$ cat config.mk
export PLATFORM = sky130hd
export DESIGN_NAME = prpid_queue
export DESIGN_NICKNAME = d
export VERILOG_FILES = /design/src/rtl/prpid_pkg.sv /design/src/rtl/prpid_queue.sv
export SDC_FILE = /design/constraint.sdc
export NUM_CORES = 1
export LEC_CHECK = 0
export BUFFER_PORTS_ARGS = -buffer_cell sky130_fd_sc_hd__buf_4
export CORE_MARGIN = 5
export CORE_UTILIZATION = 25
export CTS_CLUSTER_SIZE = 16
export DETAILED_ROUTE_END_ITERATION = 6
export PLACE_DENSITY = 0.49
export REMOVE_ABC_BUFFERS = 1
export SLEW_MARGIN = 25
export SYNTH_ARGS = -nofsm -noshare
export SYNTH_HDL_FRONTEND = slang
export SYNTH_SLANG_ARGS = --single-unit
$ cat constraint.sdc
create_clock -name clk -period 1.8 [get_ports clk]
set_input_delay 0.36 -clock clk [delete_from_list [all_inputs] [get_ports clk]]
set_output_delay 0.36 -clock clk [all_outputs]
set_load 0.05 [all_outputs]
$ cat src/rtl/prpid_pkg.sv
// Shared constants, register codes and types of the pitch/roll PID controller.
`default_nettype none

package prpid_pkg;

	// Field widths
	localparam int PULSE_W    = 12;
	localparam int MEAS_W     = 17;
	localparam int GAIN_W     = 16;
	localparam int LIMIT_W    = 15;
	localparam int DRIVE_W    = 16;
	localparam int INTEG_W    = 25;
	localparam int CFG_IDX_W  = 3;
	localparam int CFG_DATA_W = 16;

	// Default radio range and per-axis maximum angle in degrees
	localparam int RADIO_LOW_DEF       = 1000;
	localparam int RADIO_HIGH_DEF      = 1956;
	localparam int PITCH_MAX_ANGLE_DEF = 30;
	localparam int ROLL_MAX_ANGLE_DEF  = 30;

	// Stick dead band around center
	localparam logic [PULSE_W-1:0] SNAP_LO  = PULSE_W'(1460);
	localparam logic [PULSE_W-1:0] SNAP_HI  = PULSE_W'(1500);
	localparam logic [PULSE_W-1:0] SNAP_CTR = PULSE_W'(1478);

	// Angle mapping: full stick travel covers 90 degrees, centered on zero
	localparam int FULL_RANGE_DEG = 90;
	localparam int HALF_RANGE_DEG = 45;

	// Q8.8 scaling
	localparam int Q_SHIFT   = 8;
	localparam int Q_SCALE   = 256;
	localparam longint MEAS_FULL   = 65536;   // largest magnitude of a Q8.8 measurement
	localparam int MEAS_DEG_MAX    = 256;     // that magnitude in whole degrees

	// Queue between front and back
	localparam int QUEUE_DEPTH = 4;

	// Command codes
	localparam logic CMD_UPDATE = 1'b0;
	localparam logic CMD_CLEAR  = 1'b1;

	// Register indexes
	localparam logic [CFG_IDX_W-1:0] REG_PITCH_KP    = 3'd0;
	localparam logic [CFG_IDX_W-1:0] REG_PITCH_KI_DT = 3'd1;
	localparam logic [CFG_IDX_W-1:0] REG_PITCH_KD_DT = 3'd2;
	localparam logic [CFG_IDX_W-1:0] REG_ROLL_KP     = 3'd3;
	localparam logic [CFG_IDX_W-1:0] REG_ROLL_KI_DT  = 3'd4;
	localparam logic [CFG_IDX_W-1:0] REG_ROLL_KD_DT  = 3'd5;
	localparam logic [CFG_IDX_W-1:0] REG_PITCH_LIMIT = 3'd6;
	localparam logic [CFG_IDX_W-1:0] REG_ROLL_LIMIT  = 3'd7;

	// Gains and bound of one axis
	typedef struct packed {
		logic signed [GAIN_W-1:0] kp;
		logic signed [GAIN_W-1:0] ki;
		logic signed [GAIN_W-1:0] kd;
		logic [LIMIT_W-1:0]       limit;
	} axis_cfg_t;

endpackage

`default_nettype wire

$ cat src/rtl/prpid_queue.sv
// Short first-word-fall-through queue between the front and the back.
`default_nettype none

module prpid_queue #(
	parameter int W     = 21,
	parameter int DEPTH = prpid_pkg::QUEUE_DEPTH
) (
	input  wire logic         clk,
	input  wire logic         arst_n,
	input  wire logic         push,
	input  wire logic [W-1:0] wdata,
	output logic              full,
	input  wire logic         pop,
	output logic              empty,
	output logic [W-1:0]      rdata
);
	localparam int PW = $clog2(DEPTH);
	localparam int CW = $clog2(DEPTH + 1);

	logic [W-1:0]  mem [DEPTH];
	logic [PW-1:0] wr_ptr_q;
	logic [PW-1:0] rd_ptr_q;
	logic [CW-1:0] count_q;
	logic          do_push;
	logic          do_pop;

	assign full    = (count_q == CW'(DEPTH));
	assign empty   = (count_q == '0);
	assign do_push = push && !full;
	assign do_pop  = pop && !empty;
	assign rdata   = mem[rd_ptr_q];

	always_ff @(posedge clk) begin
		if (do_push) begin
			mem[wr_ptr_q] <= wdata;
		end
	end

	// pointers wrap at DEPTH
	always_ff @(posedge clk or negedge arst_n) begin
		if (!arst_n) begin
			wr_ptr_q <= '0;
			rd_ptr_q <= '0;
			count_q  <= '0;
		end else begin
			if (do_push) begin
				wr_ptr_q <= (wr_ptr_q == PW'(DEPTH - 1)) ? '0 : wr_ptr_q + 1'b1;
			end
			if (do_pop) begin
				rd_ptr_q <= (rd_ptr_q == PW'(DEPTH - 1)) ? '0 : rd_ptr_q + 1'b1;
			end
			if (do_push && !do_pop) begin
				count_q <= count_q + 1'b1;
			end else if (do_pop && !do_push) begin
				count_q <= count_q - 1'b1;
			end
		end
	end

endmodule

`default_nettype wire

==> metrics.txt <==
WS Path Type reg2out; post-route cell area 4750 um2; Top Usage Layer GRT met2; layout cell share with drive strength beyond 1 0.530; Cells on Worst Hold Path 1; DRT Pass-1 Iters 4; ant diodes 0; Core Box Area 13800 um2; r2r setup slk 10 ps; Ys Warns 0; FMAX 496 MHz; final core utilization 0.345; Hold Crit Class in2reg; vias per std cell 4.08; synth top area cells edfxtp_1 (72%), mux4_2 (14%), dfrtp_1 (5.0%); Post-synth ARST share 0.0769; CTS tree yes; max-cap violations 0; most frequent cell after synthesis edfxtp_1; EDFF count, synth 84; H-tree Lvls 3; Clock Skews 6.43 ps; slew margin rel. 0.839; DP Wirelength 4.34 mm; Worst setup EP type primary output; #FFs+latches synth 91; FP Rows 43; total number of vias 1671; initial antenna violation count 0; Remaining DRCs 0; Seq/Total Area, Yosys 0.772; Tmin final 2010 ps; post-layout power 9130 uW; status finished, violations left; post-placement cell count 389; clock-pin slew on the worst setup and hold paths 60 ps; clock root cell clkbuf_16; clock sinks 91; failing checks setup timing; Max clock buf depth 2; Die Y 128 um; Final Cycle Share 1.12; I/O Pins 48; RSZ-0062 raised after global routing true; synthesized instance count 147; grt met2 use 0.136; die width 128 um; Yosys top cell area share 0.722; M3 GR Usage 0.0300; CP startpoint kind flop; pin count of the biggest net entering global routing 22; initial core utilization 0.254; Clk Latency, worst-skew pair 330 ps; R2R cell count 6; placed inst area 4250 um2; NumNets Final 257; number of global-route vias before repair 1853; endpoints failing setup 21; Synth cell types 20; WL per Instance 16.2 um; Final ANT Viol Nets 0; Final Hold Viols 0; crit path max fanout 9; crit path DAT 1650 ps; final non-filler cell total 410; Pwr per Cell Area 1920 nW/um2; Cell Area, Synth 3500 um2; area grow syn2layout 35.9%; Peak supply drop 0.619 mV; GPL Wtd Cong 0.658; number of CTS-inserted buffers 9; Worst Max-Slew Pin Slew 242 ps; GRT met1 Usage 0.108; 1st-iter DRT viols 65; Synth area leader edfxtp_1; WL final 6.63 mm; P_leak 0.00170 uW; global-route wire length before repair 10.4 mm; Avg Cell Area, Syn 23.8 um2; final setup margin -214 ps; die footprint 16400 um2; GRT Util Overall 0.0866; grt total ovfl 0; commonest register cell after synthesis edfxtp_1; IO Port Bufs 47; Critical Path RT 1440 ps; Worst Setup Slack post-DPL -31.2 ps; max-slew violations 0; synth cell count leaders edfxtp_1 (84), mux4_2 (21), dfrtp_1 (7), ha_1 (6)
==> cell families after synthesis <==
family | after synthesis | share of synthesized area
compound gates | 2 | 0.00573
xor+xnor | 3 | 0.00752
fa+ha+maj | 7 | 0.0272
buf+inv | 8 | 0.0157
flops | 91 | 0.772
mux | 25 | 0.150
simple gates | 11 | 0.0218
==> critical path, stage by stage (launching register included) <==
cell     delay (ps)
dfrtp_2         430
buf_12          170
mux4_2          550
buf_6           180
==> routing by layer <==
metal,up-vias,share of wire
met2,37,0.50
li1,759,-
met4,0,0.013
met1,866,0.43
met5,-,0
met3,9,0.055
==> power by group <==
group          switching, uW  leakage (uW)  internal [uW]  total (uW)
Clock                    761      0.000167           1360        2120
Sequential               178      0.000849           2820        3000
Combinational           2270      0.000682           1750        4010
==> sequential cells by signal, indices dropped and copies added (netlist names) <==
| register | flops |
|---|---|
| mem | 84 |
| count_q | 3 |
| wr_ptr_q | 2 |
| rd_ptr_q | 2 |
==> cell usage in the layout (no fill, tap or decap), types with 2 or more instances in the layout <==
cell type / netlist / routed
and2_1: 3 / 3
buf_12: 0 / 5
buf_4: 0 / 44
buf_6: 3 / 22
bufinv_16: 0 / 3
clkbuf_16: 0 / 9
dfrtp_1: 7 / 4
dfrtp_2: 0 / 3
edfxtp_1: 84 / 84
ha_1: 6 / 5
inv_1: 3 / 2
mux2_4: 2 / 4
mux4_2: 21 / 21
nor2_1: 3 / 2
xor2_1: 2 / 2
==> stage by stage <==
| stage | hold slack [ps] | TNS (ps) |
|---|---|---|
| after floorplan | 64.4 | -21130 |
| after global placement | 188 | -11.6 |
| after detailed placement | 187 | -57.8 |
| after CTS | 211 | -4410 |
| after global routing | 209 | -5370 |
| final | 226 | -3660 |
==> worst paths after layout <==
check	from	end
setup / recovery	rd_ptr_q[0]	rdata[6]
hold / removal	wdata[2]	mem[0][2]
setup reg to reg	count_q[0]	count_q[1]
hold reg to reg	wr_ptr_q[1]	wr_ptr_q[1]
max in group asynchronous	arst_n	rd_ptr_q[0]
min in group asynchronous	arst_n	count_q[1]
==> area by class of cell <==
class                      instances  area (um2)
inverter                           3        11.3
tap                              180         225
multi-input combinational         48         782
clock buffer                      10         229
timing repair buffer              72         688
clock inverter                     6         113
sequential                        91        2700
fill                            1321        9020
==> what timing repair did <==
action	4_1_cts	5_1_grt
setup endpoints to repair	23	26
resized for setup	29	3
endpoints found under the hold margin	7	0
hold buffers	1	0
pin swaps	5	5
buffers inserted	5	0
Power figures use the tool's default switching activity.
