==> src/rtl/prpid_pkg.sv <==
// Shared constants, register codes and types of the pitch/roll PID controller.
`default_nettype none

package prpid_pkg;

	// Field widths
	localparam int PULSE_W    = 12;
	localparam int MEAS_W     = 17;
	localparam int GAIN_W     = 16;
	localparam int LIMIT_W    = 15;
	localparam int DRIVE_W    = 16;
	localparam int INTEG_W    = 25;
	localparam int CFG_IDX_W  = 3;
	localparam int CFG_DATA_W = 16;

	// Default radio range and per-axis maximum angle in degrees
	localparam int RADIO_LOW_DEF       = 1000;
	localparam int RADIO_HIGH_DEF      = 1956;
	localparam int PITCH_MAX_ANGLE_DEF = 30;
	localparam int ROLL_MAX_ANGLE_DEF  = 30;

	// Stick dead band around center
	localparam logic [PULSE_W-1:0] SNAP_LO  = PULSE_W'(1460);
	localparam logic [PULSE_W-1:0] SNAP_HI  = PULSE_W'(1500);
	localparam logic [PULSE_W-1:0] SNAP_CTR = PULSE_W'(1478);

	// Angle mapping: full stick travel covers 90 degrees, centered on zero
	localparam int FULL_RANGE_DEG = 90;
	localparam int HALF_RANGE_DEG = 45;

	// Q8.8 scaling
	localparam int Q_SHIFT   = 8;
	localparam int Q_SCALE   = 256;
	localparam longint MEAS_FULL   = 65536;   // largest magnitude of a Q8.8 measurement
	localparam int MEAS_DEG_MAX    = 256;     // that magnitude in whole degrees

	// Queue between front and back
	localparam int QUEUE_DEPTH = 4;

	// Command codes
	localparam logic CMD_UPDATE = 1'b0;
	localparam logic CMD_CLEAR  = 1'b1;

	// Register indexes
	localparam logic [CFG_IDX_W-1:0] REG_PITCH_KP    = 3'd0;
	localparam logic [CFG_IDX_W-1:0] REG_PITCH_KI_DT = 3'd1;
	localparam logic [CFG_IDX_W-1:0] REG_PITCH_KD_DT = 3'd2;
	localparam logic [CFG_IDX_W-1:0] REG_ROLL_KP     = 3'd3;
	localparam logic [CFG_IDX_W-1:0] REG_ROLL_KI_DT  = 3'd4;
	localparam logic [CFG_IDX_W-1:0] REG_ROLL_KD_DT  = 3'd5;
	localparam logic [CFG_IDX_W-1:0] REG_PITCH_LIMIT = 3'd6;
	localparam logic [CFG_IDX_W-1:0] REG_ROLL_LIMIT  = 3'd7;

	// Gains and bound of one axis
	typedef struct packed {
		logic signed [GAIN_W-1:0] kp;
		logic signed [GAIN_W-1:0] ki;
		logic signed [GAIN_W-1:0] kd;
		logic [LIMIT_W-1:0]       limit;
	} axis_cfg_t;

endpackage

`default_nettype wire

==> src/rtl/prpid_if.sv <==
// Channel interfaces: update items in, drive results out, register writes.
`default_nettype none


interface prpid_drive_if;
	import prpid_pkg::*;
	logic                      valid;
	logic                      ready;
	logic signed [DRIVE_W-1:0] pitch_drive;
	logic signed [DRIVE_W-1:0] roll_drive;

	modport source (output valid, pitch_drive, roll_drive, input ready);
	modport sink (input valid, pitch_drive, roll_drive, output ready);
endinterface


`default_nettype wire

==> src/rtl/prpid_back.sv <==
// Back end: PID of both axes with saturating integrators, feeding the output register.
`default_nettype none

module prpid_back #(
	parameter int ERR_W = 10
) (
	input  wire logic                  clk,
	input  wire logic                  arst_n,
	input  wire prpid_pkg::axis_cfg_t  pitch_cfg,
	input  wire prpid_pkg::axis_cfg_t  roll_cfg,
	input  wire logic                  empty,
	input  wire logic [2*ERR_W:0]      rdata,
	output logic                       pop,
	prpid_drive_if.source              drive
);
	import prpid_pkg::*;

	localparam int PW   = ERR_W + GAIN_W;
	localparam int ACCW = ((PW > INTEG_W) ? PW : INTEG_W) + 1;
	localparam int SUMW = ((PW + 2 > INTEG_W) ? PW + 2 : INTEG_W) + 1;

	logic      adv;
	logic      v_b1, v_b2, v_b3, v_b4;
	logic      cmd_b1, cmd_b2, cmd_b3;
	axis_cfg_t acfg [2];
	logic signed [ERR_W-1:0]   err_in [2];
	logic signed [DRIVE_W-1:0] drv [2];

	assign acfg[0]   = pitch_cfg;
	assign acfg[1]   = roll_cfg;
	assign err_in[0] = rdata[2*ERR_W-1:ERR_W];
	assign err_in[1] = rdata[ERR_W-1:0];

	// back pipe moves while the output register is free or being taken
	assign adv         = !v_b4 || drive.ready;
	assign pop         = adv && !empty;
	assign drive.valid = v_b4;
	assign drive.pitch_drive = drv[0];
	assign drive.roll_drive  = drv[1];

	always_ff @(posedge clk or negedge arst_n) begin
		if (!arst_n) begin
			v_b1 <= 1'b0;
			v_b2 <= 1'b0;
			v_b3 <= 1'b0;
			v_b4 <= 1'b0;
		end else if (adv) begin
			v_b1 <= !empty;
			v_b2 <= v_b1;
			v_b3 <= v_b2;
			v_b4 <= v_b3 && (cmd_b3 == CMD_UPDATE);
		end
	end

	always_ff @(posedge clk) begin
		if (adv) begin
			cmd_b1 <= rdata[2*ERR_W];
			cmd_b2 <= cmd_b1;
			cmd_b3 <= cmd_b2;
		end
	end

	for (genvar a = 0; a < 2; a++) begin : g_axis
		logic signed [ERR_W-1:0]   err_b1;
		logic signed [ERR_W-1:0]   last_q;
		logic signed [ERR_W:0]     diff;
		logic signed [PW-1:0]      pi_b2;
		logic signed [PW-1:0]      pp_b2;
		logic signed [PW:0]        pd_b2;
		logic signed [PW+1:0]      ppd_b3;
		logic signed [ACCW-1:0]    acc;
		logic signed [ACCW-1:0]    bound;
		logic signed [ACCW-1:0]    acc_sat;
		logic signed [INTEG_W-1:0] integ_q;
		logic signed [SUMW-1:0]    sum;
		logic signed [SUMW-1:0]    rnd;
		logic signed [SUMW-1:0]    tq;
		logic signed [SUMW-1:0]    lim;
		logic signed [SUMW-1:0]    sat;
		logic signed [DRIVE_W-1:0] drive_b4;

		// b2 operands: derivative against the last error
		assign diff = (ERR_W+1)'(err_b1) - (ERR_W+1)'(last_q);

		// b3: integrator step, clamped to the symmetric bound
		always_comb begin
			acc   = ACCW'(integ_q) + ACCW'(pi_b2);
			bound = $signed(ACCW'({acfg[a].limit, {Q_SHIFT{1'b0}}}));
			priority if (acc > bound) begin
				acc_sat = bound;
			end else if (acc < -bound) begin
				acc_sat = -bound;
			end else begin
				acc_sat = acc;
			end
		end

		// b4: full sum, truncate toward zero to whole units, clamp to the limit
		always_comb begin
			sum = SUMW'(ppd_b3) + SUMW'(integ_q);
			rnd = sum + $signed({{(SUMW-Q_SHIFT){1'b0}}, {Q_SHIFT{sum[SUMW-1]}}});
			tq  = rnd >>> Q_SHIFT;
			lim = $signed(SUMW'(acfg[a].limit));
			priority if (tq > lim) begin
				sat = lim;
			end else if (tq < -lim) begin
				sat = -lim;
			end else begin
				sat = tq;
			end
		end

		// controller state; a clear zeroes it in order with the updates
		always_ff @(posedge clk or negedge arst_n) begin
			if (!arst_n) begin
				last_q  <= '0;
				integ_q <= '0;
			end else if (adv) begin
				if (v_b1) begin
					last_q <= (cmd_b1 == CMD_CLEAR) ? '0 : err_b1;
				end
				if (v_b2) begin
					integ_q <= (cmd_b2 == CMD_CLEAR) ? '0 : INTEG_W'(acc_sat);
				end
			end
		end

		always_ff @(posedge clk) begin
			if (adv) begin
				err_b1   <= err_in[a];
				pi_b2    <= err_b1 * acfg[a].ki;
				pp_b2    <= err_b1 * acfg[a].kp;
				pd_b2    <= diff * acfg[a].kd;
				ppd_b3   <= (PW+2)'(pp_b2) + (PW+2)'(pd_b2);
				drive_b4 <= DRIVE_W'(sat);
			end
		end

		assign drv[a] = drive_b4;
	end

endmodule

`default_nettype wire

==> src/flat_wrapper.sv <==
// flat-port wrapper written by rule: the top's interface ports become plain ports
module prpid_back_flat import prpid_pkg::*;
#(
	parameter int ERR_W = 10
)
  (clk, arst_n, pitch_cfg, roll_cfg, empty, rdata, pop, drive_valid, drive_pitch_drive, drive_roll_drive, drive_ready);
  prpid_drive_if drive_i ();
  input  wire logic clk;
  input  wire logic arst_n;
  input  wire prpid_pkg::axis_cfg_t pitch_cfg;
  input  wire prpid_pkg::axis_cfg_t roll_cfg;
  input  wire logic empty;
  input  wire logic [2*ERR_W:0] rdata;
  output logic pop;
  output wire logic [$bits(drive_i.valid)-1:0] drive_valid;
  output wire logic [$bits(drive_i.pitch_drive)-1:0] drive_pitch_drive;
  output wire logic [$bits(drive_i.roll_drive)-1:0] drive_roll_drive;
  input wire logic [$bits(drive_i.ready)-1:0] drive_ready;
  assign drive_valid = drive_i.valid;
  assign drive_pitch_drive = drive_i.pitch_drive;
  assign drive_roll_drive = drive_i.roll_drive;
  assign drive_i.ready = drive_ready;
  prpid_back #(.ERR_W(ERR_W)) u_core (.clk(clk), .arst_n(arst_n), .pitch_cfg(pitch_cfg), .roll_cfg(roll_cfg), .empty(empty), .rdata(rdata), .pop(pop), .drive(drive_i));
endmodule
==> config.mk <==
export PLATFORM = sky130hd
export DESIGN_NAME = prpid_back_flat
export DESIGN_NICKNAME = d
export VERILOG_FILES = /design/src/rtl/prpid_pkg.sv /design/src/rtl/prpid_if.sv /design/src/rtl/prpid_back.sv /design/src/flat_wrapper.sv
export SDC_FILE = /design/constraint.sdc
export NUM_CORES = 2
export LEC_CHECK = 0
export ABC_AREA = 1
export BUFFER_PORTS_ARGS = -buffer_cell sky130_fd_sc_hd__buf_2
export CAP_MARGIN = 30
export CORE_MARGIN = 2
export CORE_UTILIZATION = 45
export DETAILED_ROUTE_END_ITERATION = 7
export GPL_ROUTABILITY_DRIVEN = 0
export SLEW_MARGIN = 15
export SYNTH_ARGS = -nofsm -noshare
export SYNTH_HDL_FRONTEND = slang
export SYNTH_SLANG_ARGS = --single-unit
==> constraint.sdc <==
create_clock -name clk -period 7.8 [get_ports clk]
set_input_delay 0.39 -clock clk [delete_from_list [all_inputs] [get_ports clk]]
set_output_delay 0.39 -clock clk [all_outputs]
set_load 0.1 [all_outputs]
==> out/metrics.cfg <==
[worst_hold_path]
hold_class = input pin to flip-flop
holdPathStages = 1
worstHoldEndpoint = u_core.g_axis[0].err_b1[5]$_DFFE_PN_
min-delay-start = rdata[15]

[global_routing]
met3_usage_pct = 2.665
grt_pass1_vias = 52910
grt_usage_pct = 24.60
gr-usage-met1_pct = 31.19
antenna_found_initial = 12
grt_max_degree = 162
busiest_layer = met2
grtUsageMet2_pct = 43.64
grt_pass1_wl_um = 283400
gr-total-overflow = 0

[clock_network]
numCtsBuffers = 42
clk_path_buf_depth = 3
cts_tree = built
clockRootBuffer = clkbuf_16
clkTransAtPathRegs_ns = 0.06
h-tree-depth = 2
cts_sinks = 343
clk_latency_ns = 0.60

[synth]
yosysWarnings = 0
syn_inst = 7988
synth_top_area_share_pct = 27.94
synth_ff_type = edfxtp_1
synth.cell_area_sq_mm = 0.06362
ys_ff_latch = 343
synth_edf_count = 269
async_flop_share_pct = 21.57
ys_seq_area_share_pct = 15.61
synth_nets = 9737
ys_top_cells_by_area = fa_1 28%, ha_1 14%, edfxtp_1 13%, nand2_1 11%, inv_1 10%
synth_cell_types = 60
yosysTopAreaCell = fa_1
avgSynthCellArea_sq_um = 7.965

[setup_path]
endpoint_kind = flip-flop
worst_r2r_path_depth = 38
ff2ff_setup_slack_ns = 0.49
critical_path.most_common_cell = inv_1
worstSetupPathType = flip-flop to flip-flop
rr_endpoint = u_core.g_axis[0].pd_b2[25]$_DFFE_PN_
cpMaxStageDelayCell = fa_1
cp_max_fo = 13
cp.required_ns = 8.12
critPathArrivalTime_ns = 7.63
reg2reg_from = u_core.g_axis[0].err_b1[0]$_DFFE_PN_
max_stage_delay_ns = 0.49
critPathLaunchType = flip-flop

[cells_and_area]
area_delta_synth_final_pct = 7.047
final_common_cell = nand2_1
mostFrequentLayoutCells = 1882 x nand2_1, 1763 x inv_1, 888 x fa_1
final_nets = 9814
fill_cells = 13710
drive_gt1_share_pct = 5.310

[sta]
finalHoldViolCount = 0
period_share_pct = 93.72
slew_viol_final = 0
rsz0062_at_grt = false
finalClockSkew_ns = 0.03273
fmaxAchievable_mhz = 136.8
fin_setup_tns_ns = 0
setup_viol = 0
slew_headroom_pct = 27.44
worst_slew_pin_slew_ns = 1.088
fin_crit_ns = 7.310

[detailed_routing]
drt_iter0_markers = 3299
viasPerCell = 5.168
drc = 0
firstDrtPassIters = 5
wl_um = 175200
vias = 51580
wl_per_cell_um = 17.56
postRouteAntennaNets = 0

[floorplan]
dieArea_sq_mm = 0.1444
initial_utilization_pct = 45.48
fp-row-count = 137
ios = 185
dieWidth_um = 380.0
fp.coreArea_sq_mm = 0.1399
die_y_um = 380.0

[place]
hpwl_um = 147500
port_buffers = 184

[run_status]
status = finished clean

[job]
drv_cap = 0

-- synth_stat cells (all sizes together), types with 24 or more instances --
library cell / n
a21o: 26
a21oi: 394
clkbuf: 196
dfrtp: 74
edfxtp: 269
fa: 888
ha: 710
inv: 1769
nand2: 1895
nand3: 230
nand4: 71
nor2: 481
nor3: 64
o211ai: 38
o21ai: 258
o21bai: 24
or2: 73
xnor2: 131
xor2: 202
-- through the flow --
step	instance area [sq um]	std cells	hold WS, ns	setup WS (ns)	utilization (%)
floorplan	63620	7988	0.09441	0.6439	-
CTS	68020	9971	0.0002233	0.2380	48.63
global route	68090	9975	0.02285	0.02401	48.68
finish	68100	9980	0.01921	0.4898	48.69
global placement	66440	9878	0.3455	0.3335	47.50
detailed placement	66440	9878	0.3449	0.2425	47.50
-- critical path, delay by kind of cell (launching register included) --
family | cells | cell delay [ns]
compound gates | 9 | 1.43
fa+ha+maj | 8 | 3.04
flops | 1 | 0.34
simple gates | 11 | 1.33
buf+inv | 9 | 0.79
xor+xnor | 1 | 0.08
-- sequential cells by signal (all words and copies together) (netlist names) --
name / cells
u_core.g_axis.pd_b2: 54
u_core.cmd_b2: 1
u_core.v_b3: 1
u_core.g_axis.ppd_b3: 56
u_core.drive.roll_drive: 16
u_core.cmd_b1: 1
u_core.g_axis.last_q: 20
u_core.v_b2: 1
u_core.g_axis.integ_q: 50
u_core.g_axis.pi_b2: 52
u_core.drive.valid: 1
u_core.v_b1: 1
u_core.g_axis.err_b1: 20
u_core.drive.pitch_drive: 16
u_core.g_axis.pp_b2: 52
u_core.cmd_b3: 1
-- logic make-up after synthesis --
| family | after synthesis | share of synthesized area, % |
|---|---|---|
| buffers and inverters | 1997 | 11.83 |
| and+or+nand+nor | 2851 | 18.30 |
| DFF | 343 | 15.61 |
| adders and majority gates | 1598 | 41.91 |
| AOI/OAI and AO/OA | 866 | 7.719 |
| xor gates and xnor gates | 333 | 4.643 |
-- repair_timing --
action | in CTS | in global routing
gates resized for setup | 0 | 7
hold endpoints to repair | 31 | 0
hold buffers | 16 | 0
setup buffers | 0 | 0
endpoints found under the setup margin | 0 | 5
-- routing by layer --
layer / part of all wire (%) / vias up
li1: - / 24820
met4: 3.8 / 12
met1: 42 / 25110
met2: 50 / 1330
met3: 5.1 / 305
met5: 0.039 / -
-- worst max path at each step --
stage / start / cells past startpoint / slack [ns] / to
floorplan: u_core.g_axis[1].err_b1[0]$_DFFE_PN_ / 33 / 0.64 / u_core.g_axis[1].pd_b2[25]$_DFFE_PN_
global placement: u_core.g_axis[1].err_b1[0]$_DFFE_PN_ / 34 / 0.33 / u_core.g_axis[1].pd_b2[25]$_DFFE_PN_
detailed placement: u_core.g_axis[1].last_q[0]$_DFFE_PN0P_ / 33 / 0.24 / u_core.g_axis[1].pd_b2[25]$_DFFE_PN_
CTS: u_core.g_axis[1].err_b1[0]$_DFFE_PN_ / 34 / 0.24 / u_core.g_axis[1].pd_b2[25]$_DFFE_PN_
global route: u_core.g_axis[1].err_b1[0]$_DFFE_PN_ / 34 / 0.02 / u_core.g_axis[1].pd_b2[25]$_DFFE_PN_
finish: u_core.g_axis[0].err_b1[0]$_DFFE_PN_ / 38 / 0.49 / u_core.g_axis[0].pd_b2[25]$_DFFE_PN_
-- final cells by class --
type,count,area [sq um],share of cell area [%]
Multi-Input combinational cell,5648,46190,67.82
Sequential cell,343,9930,14.58
Inverter,1778,6681,9.811
Tap cell,1876,2347,3.447
Timing Repair Buffer,252,1529,2.245
Clock buffer,56,1227,1.802
Clock inverter,21,188.9,0.2774
Antenna cell,6,15.01,0.02205
Power is not shown: default switching activity piles up to over one toggle a cycle in this logic, so the estimate is an artifact.
