==> config.mk <==
export PLATFORM = sky130hd
export DESIGN_NAME = prpid_front_flat
export DESIGN_NICKNAME = d
export VERILOG_FILES = /design/src/rtl/prpid_pkg.sv /design/src/rtl/prpid_if.sv /design/src/rtl/prpid_axis_err.sv /design/src/rtl/prpid_front.sv /design/src/flat_wrapper.sv
export SDC_FILE = /design/constraint.sdc
export NUM_CORES = 2
export LEC_CHECK = 0
export BUFFER_PORTS_ARGS = -buffer_cell sky130_fd_sc_hd__buf_2
export CAP_MARGIN = 10
export CELL_PAD_IN_SITES_DETAIL_PLACEMENT = 2
export CELL_PAD_IN_SITES_GLOBAL_PLACEMENT = 2
export CORE_MARGIN = 8
export CORE_UTILIZATION = 39
export CTS_BUF_LIST = sky130_fd_sc_hd__clkbuf_8
export DETAILED_ROUTE_END_ITERATION = 8
export HOLD_SLACK_MARGIN = 0.02
export MAX_ROUTING_LAYER = met4
export PLACE_DENSITY_LB_ADDON = 0.1
export SYNTH_ARGS = -nofsm -noshare
export SYNTH_HDL_FRONTEND = slang
export SYNTH_SLANG_ARGS = --single-unit
==> constraint.sdc <==
create_clock -name clk -period 21.5 [get_ports clk]
set_input_delay 1.075 -clock clk [delete_from_list [all_inputs] [get_ports clk]]
set_output_delay 1.075 -clock clk [all_outputs]
set_load 0.03 [all_outputs]
==> src/rtl/prpid_pkg.sv <==
// Shared constants, register codes and types of the pitch/roll PID controller.
`default_nettype none

package prpid_pkg;

	// Field widths
	localparam int PULSE_W    = 12;
	localparam int MEAS_W     = 17;
	localparam int GAIN_W     = 16;
	localparam int LIMIT_W    = 15;
	localparam int DRIVE_W    = 16;
	localparam int INTEG_W    = 25;
	localparam int CFG_IDX_W  = 3;
	localparam int CFG_DATA_W = 16;

	// Default radio range and per-axis maximum angle in degrees
	localparam int RADIO_LOW_DEF       = 1000;
	localparam int RADIO_HIGH_DEF      = 1956;
	localparam int PITCH_MAX_ANGLE_DEF = 30;
	localparam int ROLL_MAX_ANGLE_DEF  = 30;

	// Stick dead band around center
	localparam logic [PULSE_W-1:0] SNAP_LO  = PULSE_W'(1460);
	localparam logic [PULSE_W-1:0] SNAP_HI  = PULSE_W'(1500);
	localparam logic [PULSE_W-1:0] SNAP_CTR = PULSE_W'(1478);

	// Angle mapping: full stick travel covers 90 degrees, centered on zero
	localparam int FULL_RANGE_DEG = 90;
	localparam int HALF_RANGE_DEG = 45;

	// Q8.8 scaling
	localparam int Q_SHIFT   = 8;
	localparam int Q_SCALE   = 256;
	localparam longint MEAS_FULL   = 65536;   // largest magnitude of a Q8.8 measurement
	localparam int MEAS_DEG_MAX    = 256;     // that magnitude in whole degrees

	// Queue between front and back
	localparam int QUEUE_DEPTH = 4;

	// Command codes
	localparam logic CMD_UPDATE = 1'b0;
	localparam logic CMD_CLEAR  = 1'b1;

	// Register indexes
	localparam logic [CFG_IDX_W-1:0] REG_PITCH_KP    = 3'd0;
	localparam logic [CFG_IDX_W-1:0] REG_PITCH_KI_DT = 3'd1;
	localparam logic [CFG_IDX_W-1:0] REG_PITCH_KD_DT = 3'd2;
	localparam logic [CFG_IDX_W-1:0] REG_ROLL_KP     = 3'd3;
	localparam logic [CFG_IDX_W-1:0] REG_ROLL_KI_DT  = 3'd4;
	localparam logic [CFG_IDX_W-1:0] REG_ROLL_KD_DT  = 3'd5;
	localparam logic [CFG_IDX_W-1:0] REG_PITCH_LIMIT = 3'd6;
	localparam logic [CFG_IDX_W-1:0] REG_ROLL_LIMIT  = 3'd7;

	// Gains and bound of one axis
	typedef struct packed {
		logic signed [GAIN_W-1:0] kp;
		logic signed [GAIN_W-1:0] ki;
		logic signed [GAIN_W-1:0] kd;
		logic [LIMIT_W-1:0]       limit;
	} axis_cfg_t;

endpackage

`default_nettype wire

==> src/rtl/prpid_if.sv <==
// Channel interfaces: update items in, drive results out, register writes.
`default_nettype none

interface prpid_update_if;
	import prpid_pkg::*;
	logic                     valid;
	logic                     ready;
	logic                     command;
	logic [PULSE_W-1:0]       roll_pulse;
	logic [PULSE_W-1:0]       pitch_pulse;
	logic signed [MEAS_W-1:0] measured_pitch;
	logic signed [MEAS_W-1:0] measured_roll;

	modport source (output valid, command, roll_pulse, pitch_pulse, measured_pitch,
		measured_roll, input ready);
	modport sink (input valid, command, roll_pulse, pitch_pulse, measured_pitch,
		measured_roll, output ready);
endinterface


`default_nettype wire

==> src/rtl/prpid_axis_err.sv <==
// Pulse to target angle and whole-degree error of one axis, stages 2 to 6.
`default_nettype none

module prpid_axis_err #(
	parameter int RADIO_LOW  = prpid_pkg::RADIO_LOW_DEF,
	parameter int RADIO_HIGH = prpid_pkg::RADIO_HIGH_DEF,
	parameter int MAX_ANGLE  = prpid_pkg::PITCH_MAX_ANGLE_DEF,
	parameter int ERR_W      = 10
) (
	input  wire logic                               clk,
	input  wire logic                               en,
	input  wire logic [prpid_pkg::PULSE_W-1:0]      pulse_s1,
	input  wire logic signed [prpid_pkg::MEAS_W-1:0] meas_s1,
	output logic signed [ERR_W-1:0]                 err_s6
);
	import prpid_pkg::*;

	// error = (meas*SPAN - 256*num) / (256*SPAN), num = target*SPAN
	localparam longint SPAN  = longint'(RADIO_HIGH - RADIO_LOW);
	localparam longint DIV   = longint'(Q_SCALE) * SPAN;
	localparam longint XMAX  = SPAN * (MEAS_FULL + longint'(Q_SCALE * MAX_ANGLE));
	localparam int     XW    = $clog2(XMAX + 1);
	localparam longint RECIP = (longint'(1) << XW) / DIV;
	localparam int     MW    = $clog2(RECIP + 1);
	localparam int     QW    = $clog2(MEAS_DEG_MAX + MAX_ANGLE + 1);
	localparam int     OFFW  = $clog2(SPAN + 1);
	localparam int     NUMW  = $clog2(longint'(HALF_RANGE_DEG) * SPAN + 1) + 1;

	localparam logic [PULSE_W-1:0]     LOW_P    = PULSE_W'(RADIO_LOW);
	localparam logic [PULSE_W-1:0]     HIGH_P   = PULSE_W'(RADIO_HIGH);
	localparam logic [NUMW-1:0]        FULL_N   = NUMW'(FULL_RANGE_DEG);
	localparam logic [NUMW-1:0]        BIAS_N   = NUMW'(longint'(HALF_RANGE_DEG) * SPAN);
	localparam logic signed [NUMW-1:0] NUM_HI   = NUMW'(longint'(MAX_ANGLE) * SPAN);
	localparam logic signed [NUMW-1:0] NUM_LO   = -NUM_HI;
	localparam logic signed [XW:0]     SPAN_X   = (XW+1)'(SPAN);
	localparam logic [MW-1:0]          RECIP_V  = MW'(RECIP);
	localparam logic [XW-1:0]          DIV_V    = XW'(DIV);

	// stage 2: dead band, range clamp, target numerator, scaled measurement
	logic [PULSE_W-1:0]     p_snap;
	logic [PULSE_W-1:0]     p_clamp;
	logic [OFFW-1:0]        off;
	logic signed [NUMW-1:0] num_raw;
	logic signed [NUMW-1:0] num_clamp;
	logic signed [XW:0]     meas_x;
	logic signed [XW:0]     mspan;
	logic signed [NUMW-1:0] num_s2;
	logic signed [XW:0]     mspan_s2;

	always_comb begin
		p_snap = (pulse_s1 > SNAP_LO && pulse_s1 < SNAP_HI) ? SNAP_CTR : pulse_s1;
		priority if (p_snap < LOW_P) begin
			p_clamp = LOW_P;
		end else if (p_snap > HIGH_P) begin
			p_clamp = HIGH_P;
		end else begin
			p_clamp = p_snap;
		end
		off     = OFFW'(p_clamp - LOW_P);
		num_raw = $signed(NUMW'(off) * FULL_N - BIAS_N);
		priority if (num_raw > NUM_HI) begin
			num_clamp = NUM_HI;
		end else if (num_raw < NUM_LO) begin
			num_clamp = NUM_LO;
		end else begin
			num_clamp = num_raw;
		end
		meas_x = (XW+1)'(meas_s1);
		mspan  = meas_x * SPAN_X;
	end

	// stage 3: signed numerator of the quotient, split into sign and magnitude
	logic signed [XW:0] num_x;
	logic signed [XW:0] xnum;
	logic               neg_s3;
	logic [XW-1:0]      mag_s3;

	always_comb begin
		num_x = (XW+1)'(num_s2);
		xnum  = mspan_s2 - (num_x <<< Q_SHIFT);
	end

	// stage 4: reciprocal estimate, low by at most one
	logic [XW+MW-1:0] prod;
	logic [QW-1:0]    qe_s4;
	logic [XW-1:0]    mag_s4;
	logic             neg_s4;

	assign prod = (XW+MW)'(mag_s3) * (XW+MW)'(RECIP_V);

	// stage 5: estimate times divisor
	logic [XW-1:0] back_s5;
	logic [QW-1:0] qe_s5;
	logic [XW-1:0] mag_s5;
	logic          neg_s5;

	// stage 6: correct by one and apply the sign
	logic [XW-1:0]           rem;
	logic [QW-1:0]           q_fix;
	logic signed [ERR_W-1:0] q_ext;

	always_comb begin
		rem   = mag_s5 - back_s5;
		q_fix = qe_s5 + QW'(rem >= DIV_V);
		q_ext = ERR_W'(q_fix);
	end

	always_ff @(posedge clk) begin
		if (en) begin
			num_s2   <= num_clamp;
			mspan_s2 <= mspan;
			neg_s3   <= xnum[XW];
			mag_s3   <= XW'(xnum[XW] ? -xnum : xnum);
			qe_s4    <= prod[XW +: QW];
			mag_s4   <= mag_s3;
			neg_s4   <= neg_s3;
			back_s5  <= XW'(qe_s4) * DIV_V;
			qe_s5    <= qe_s4;
			mag_s5   <= mag_s4;
			neg_s5   <= neg_s4;
			err_s6   <= neg_s5 ? -q_ext : q_ext;
		end
	end

endmodule

`default_nettype wire

==> src/rtl/prpid_front.sv <==
// Front end: accepts update items and computes both axis errors in a stalling pipeline.
`default_nettype none

module prpid_front #(
	parameter int RADIO_LOW       = prpid_pkg::RADIO_LOW_DEF,
	parameter int RADIO_HIGH      = prpid_pkg::RADIO_HIGH_DEF,
	parameter int PITCH_MAX_ANGLE = prpid_pkg::PITCH_MAX_ANGLE_DEF,
	parameter int ROLL_MAX_ANGLE  = prpid_pkg::ROLL_MAX_ANGLE_DEF,
	parameter int ERR_W           = 10
) (
	input  wire logic               clk,
	input  wire logic               arst_n,
	prpid_update_if.sink            update,
	input  wire logic               full,
	output logic                    push,
	output logic                    cmd_s6,
	output logic signed [ERR_W-1:0] err_pitch_s6,
	output logic signed [ERR_W-1:0] err_roll_s6
);
	import prpid_pkg::*;

	logic adv;
	logic v_s1, v_s2, v_s3, v_s4, v_s5, v_s6;
	logic cmd_s1, cmd_s2, cmd_s3, cmd_s4, cmd_s5;
	logic [PULSE_W-1:0]       pitch_pulse_s1;
	logic [PULSE_W-1:0]       roll_pulse_s1;
	logic signed [MEAS_W-1:0] meas_pitch_s1;
	logic signed [MEAS_W-1:0] meas_roll_s1;

	// whole pipe moves unless the last stage holds an item the queue cannot take
	assign adv          = !v_s6 || !full;
	assign push         = v_s6 && !full;
	assign update.ready = adv;

	always_ff @(posedge clk or negedge arst_n) begin
		if (!arst_n) begin
			v_s1 <= 1'b0;
			v_s2 <= 1'b0;
			v_s3 <= 1'b0;
			v_s4 <= 1'b0;
			v_s5 <= 1'b0;
			v_s6 <= 1'b0;
		end else if (adv) begin
			v_s1 <= update.valid;
			v_s2 <= v_s1;
			v_s3 <= v_s2;
			v_s4 <= v_s3;
			v_s5 <= v_s4;
			v_s6 <= v_s5;
		end
	end

	// input capture and command tag
	always_ff @(posedge clk) begin
		if (adv) begin
			cmd_s1         <= update.command;
			pitch_pulse_s1 <= update.pitch_pulse;
			roll_pulse_s1  <= update.roll_pulse;
			meas_pitch_s1  <= update.measured_pitch;
			meas_roll_s1   <= update.measured_roll;
			cmd_s2         <= cmd_s1;
			cmd_s3         <= cmd_s2;
			cmd_s4         <= cmd_s3;
			cmd_s5         <= cmd_s4;
			cmd_s6         <= cmd_s5;
		end
	end

	prpid_axis_err #(
		.RADIO_LOW  (RADIO_LOW),
		.RADIO_HIGH (RADIO_HIGH),
		.MAX_ANGLE  (PITCH_MAX_ANGLE),
		.ERR_W      (ERR_W)
	) u_pitch_err (
		.clk      (clk),
		.en       (adv),
		.pulse_s1 (pitch_pulse_s1),
		.meas_s1  (meas_pitch_s1),
		.err_s6   (err_pitch_s6)
	);

	prpid_axis_err #(
		.RADIO_LOW  (RADIO_LOW),
		.RADIO_HIGH (RADIO_HIGH),
		.MAX_ANGLE  (ROLL_MAX_ANGLE),
		.ERR_W      (ERR_W)
	) u_roll_err (
		.clk      (clk),
		.en       (adv),
		.pulse_s1 (roll_pulse_s1),
		.meas_s1  (meas_roll_s1),
		.err_s6   (err_roll_s6)
	);

endmodule

`default_nettype wire

==> src/flat_wrapper.sv <==
// flat-port wrapper written by rule: the top's interface ports become plain ports
module prpid_front_flat import prpid_pkg::*;
#(
	parameter int RADIO_LOW       = prpid_pkg::RADIO_LOW_DEF,
	parameter int RADIO_HIGH      = prpid_pkg::RADIO_HIGH_DEF,
	parameter int PITCH_MAX_ANGLE = prpid_pkg::PITCH_MAX_ANGLE_DEF,
	parameter int ROLL_MAX_ANGLE  = prpid_pkg::ROLL_MAX_ANGLE_DEF,
	parameter int ERR_W           = 10
)
  (clk, arst_n, full, push, cmd_s6, err_pitch_s6, err_roll_s6, update_valid, update_command, update_roll_pulse, update_pitch_pulse, update_measured_pitch, update_measured_roll, update_ready);
  prpid_update_if update_i ();
  input  wire logic clk;
  input  wire logic arst_n;
  input  wire logic full;
  output logic push;
  output logic cmd_s6;
  output logic signed [ERR_W-1:0] err_pitch_s6;
  output logic signed [ERR_W-1:0] err_roll_s6;
  input wire logic [$bits(update_i.valid)-1:0] update_valid;
  input wire logic [$bits(update_i.command)-1:0] update_command;
  input wire logic [$bits(update_i.roll_pulse)-1:0] update_roll_pulse;
  input wire logic [$bits(update_i.pitch_pulse)-1:0] update_pitch_pulse;
  input wire logic [$bits(update_i.measured_pitch)-1:0] update_measured_pitch;
  input wire logic [$bits(update_i.measured_roll)-1:0] update_measured_roll;
  output wire logic [$bits(update_i.ready)-1:0] update_ready;
  assign update_i.valid = update_valid;
  assign update_i.command = update_command;
  assign update_i.roll_pulse = update_roll_pulse;
  assign update_i.pitch_pulse = update_pitch_pulse;
  assign update_i.measured_pitch = update_measured_pitch;
  assign update_i.measured_roll = update_measured_roll;
  assign update_ready = update_i.ready;
  prpid_front #(.RADIO_LOW(RADIO_LOW), .RADIO_HIGH(RADIO_HIGH), .PITCH_MAX_ANGLE(PITCH_MAX_ANGLE), .ROLL_MAX_ANGLE(ROLL_MAX_ANGLE), .ERR_W(ERR_W)) u_core (.clk(clk), .arst_n(arst_n), .update(update_i), .full(full), .push(push), .cmd_s6(cmd_s6), .err_pitch_s6(err_pitch_s6), .err_roll_s6(err_roll_s6));
endmodule
==> metrics <==
Skew-Pair Late Insertion Delay 0.69 ns; crit-path most repeated cell ha_1; postcts setup bufs 0; routability congestion estimate 0.819; CTS tree built; dpl ws 13.49 ns; Hold WC Path Type in2async; status finished, final reports clean; Tmin final 7.91 ns; worst path bufs/invs 3; largest net degree at the start of global routing 148; total iterations of the first detailed-routing run 4; Setup TNS Final 0 ns; Worst setup EP type register; Gate Count Post-Synth 3298; # nets final 4324; die area 99100 um2; first-pass GRT wire length 145000 um; Resize count post-CTS 0; hold_ws 0.203 ns; Site Rows 109; Synth cell types 91; area of the core 88500 um2; xor/xnor cell area share of the yosys netlist 6.58%; CP max stage cell o311ai_0; TritonCTS Buffers 75; Boundary Pins 86; Hold Buf Count CTS 0; Tcrit/Tclk final 36.8%; Mean Syn Cell Area 10.6 um2; Final Cell Area 38100 um2; All-Layer GR Usage 18.5%; die height 315 um; mean routed wirelength per cell 18.6 um; Synth Area in Compound Gates 9.77%; headroom to the max-slew limit 26.0%; Synth top cells by count 749 x inv_1, 536 x ha_1, 360 x edfxtp_1; Post-synth EDFFs 360; CTS root buf clkbuf_8; clk sinks 366; Final WS setup 13.59 ns; Crit Path Max Fanout 15; share of flip-flops with an asynchronous set or reset 1.64%; CP Launch Type register; layout cells sized above 1 6.89%; Hold Vio Cnt, Final 0; Synth Area in Adders 35.5%; Worst-Margin Slew 1.10 ns; Crit Path Class reg2reg; ys flop type edfxtp_1; largest family of logic cells by synthesized area adder cells; Port Buffer Count 85; maximum clock frequency 126 MHz; die span in x 315 um; initial antenna violation count 4; Crit path largest cell delay 0.64 ns; Largest delay share family, worst path compound AO/OA/AOI/OAI gates; post-synthesis sequential area ratio 31.5%; Syn Std Cell Area 34800 um2; synthesized flop and latch total 366; Reg clk slew, reported paths 0.05 ns; CTS H-tree depth 3; DP Wirelength 71000 um; Synth Area in Simple Gates 8.00%; vias in the first global route 27.8k; drt drc 0; clock tree buffer depth 3; fraction of synthesized area in multiplexers 0.366%; dominant cells by area after synthesis edfxtp_1 31%, ha_1 19%, fa_1 16%, inv_1 8.1%, xnor2_1 4.7%; CP cell instances o21a_1, o31ai_1, a21oi_1, or3_1, or3b_2, ha_1, nor4_1, a211oi_1, a21oi_1, ha_1, inv_1, fa_1, fa_1, inv_1, ha_1, inv_1, o311ai_0, nand3_1, o22ai_1, o21ai_0, xnor2_1, o211ai_1, ha_1, or3_1; max-cap violations 0; Synth Warn # 0; via count 23.8k; vias per cell 5.10; RSZ-0062 raised after global routing false; Area Overhead vs Synth 9.50%; final wirelength 86700 um; WP data required 21.90 ns; WP data arrival 8.31 ns; grt total ovfl 0; dpl cell area 36700 um2; remaining antenna violation count after routing 0; DRT iter0 DRCs 651; Synth top area share 31.0%; Final setup viols 0; Yosys top cell by area edfxtp_1; clock skew 0.0319 ns; Synthesized Nets 4179; fin. max-slew vios 0; Initial Util 39.4%; top-count cell post-synth inv_1
[cells by family after synthesis]
group / after synthesis
AO/OA/AOI/OAI: 513
XOR/XNOR: 261
adder cells (fa/ha/maj): 818
buffers and inverters: 773
flip-flops: 366
multiplexers: 12
AND/OR/NAND/NOR: 555
[per-stage QoR]
| step | util (%) | std cells |
|---|---|---|
| floorplan | - | 3298 |
| global placement | 41.5 | 4531 |
| detailed placement | 41.5 | 4531 |
| CTS | 43.1 | 4665 |
| global route | 43.1 | 4669 |
| finish | 43.1 | 4669 |
[worst reg2reg max path, cell delays in order (launching register included)]
cell and delay, ns:
edfxtp_1 0.41, o21a_1 0.22, o31ai_1 0.24, a21oi_1 0.20, or3_1 0.49, or3b_2 0.49
ha_1 0.25, nor4_1 0.49, a211oi_1 0.15, a21oi_1 0.31, ha_1 0.32, inv_1 0.09
fa_1 0.41, fa_1 0.51, inv_1 0.04, ha_1 0.34, inv_1 0.10, o311ai_0 0.65
nand3_1 0.17, o22ai_1 0.28, o21ai_0 0.14, xnor2_1 0.29, o211ai_1 0.14, ha_1 0.48
or3_1 0.42
[worst paths after layout]
| check | from | endpoint | slack [ns] | cells after the start |
|---|---|---|---|---|
| min in group clk | u_core.u_pitch_err.mag_s4[18] | u_core.u_pitch_err.mag_s5[18] | 0.41 | 0 |
| max in group asynchronous | arst_n | u_core.v_s6 | 21.16 | 1 |
| max reg2reg | u_core.roll_pulse_s1[0] | u_core.u_roll_err.num_s2[3] | 13.59 | 24 |
| min | arst_n | u_core.v_s4 | 0.20 | 1 |
| min reg2reg | u_core.u_pitch_err.mag_s4[18] | u_core.u_pitch_err.mag_s5[18] | 0.41 | 0 |
| max | u_core.roll_pulse_s1[0] | u_core.u_roll_err.num_s2[3] | 13.59 | 24 |
[cell type report]
| cell class | instances | area, um2 |
|---|---|---|
| Antenna cell | 4 | 10.0 |
| Clock buffer | 76 | 1050 |
| Clock inverter | 58 | 395 |
| Fill cell | 9341 | 50400 |
| Inverter | 751 | 2820 |
| Multi-Input combinational cell | 2159 | 21000 |
| Sequential cell | 366 | 11000 |
| Tap cell | 1165 | 1460 |
| Timing Repair Buffer | 90 | 475 |
[registers in the layout, summed over array words and instances, names as in the netlist, 12 cells and up]
signal                       count
u_core.u_roll_err.mag_s3        25
u_core.u_pitch_err.mag_s5       17
u_core.u_pitch_err.back_s5      16
u_core.roll_pulse_s1            12
u_core.meas_pitch_s1            17
u_core.u_roll_err.mspan_s2      26
u_core.pitch_pulse_s1           12
u_core.u_pitch_err.mag_s4       17
u_core.meas_roll_s1             17
u_core.u_roll_err.mag_s4        17
u_core.u_roll_err.back_s5       16
u_core.u_pitch_err.num_s2       16
u_core.u_pitch_err.mag_s3       25
u_core.u_roll_err.mag_s5        17
u_core.u_pitch_err.mspan_s2     26
u_core.u_roll_err.num_s2        16
[cells in the final DEF (no fill, tap or decap), drive strengths merged, types with 10 or more instances in the layout]
master  synthesis  final
or2            16     16
a31oi          15     15
ha            536    536
nand4          22     22
o21bai         19     19
o211ai         18     18
a21o           49     49
a211oi         19     19
fa            282    282
nand3          47     47
or3            18     18
inv           750    769
nand2         104    104
clkbuf         16     76
and3           14     14
a211o          10     10
nor4           23     23
clkinv          1     34
nor2          155    155
nand2b         25     25
and2           13     13
xor2           72     72
edfxtp        360    360
buf             6     90
a21boi         11     11
o31ai          19     19
o21a           29     29
xnor2         189    189
o21ai         104    104
nor2b          26     26
nor3           61     61
a21oi         141    141
[layer usage]
layer  track usage (%)  share of wire (%)  up-vias
met5                 -                  0        -
met4              5.77                2.8        0
met3              2.49                2.4      141
met2              32.4                 51      249
met1              22.0                 44    12000
li1                  -                  -    11400
Power is not shown: default switching activity piles up to over one toggle a cycle in this logic, so the estimate is an artifact.
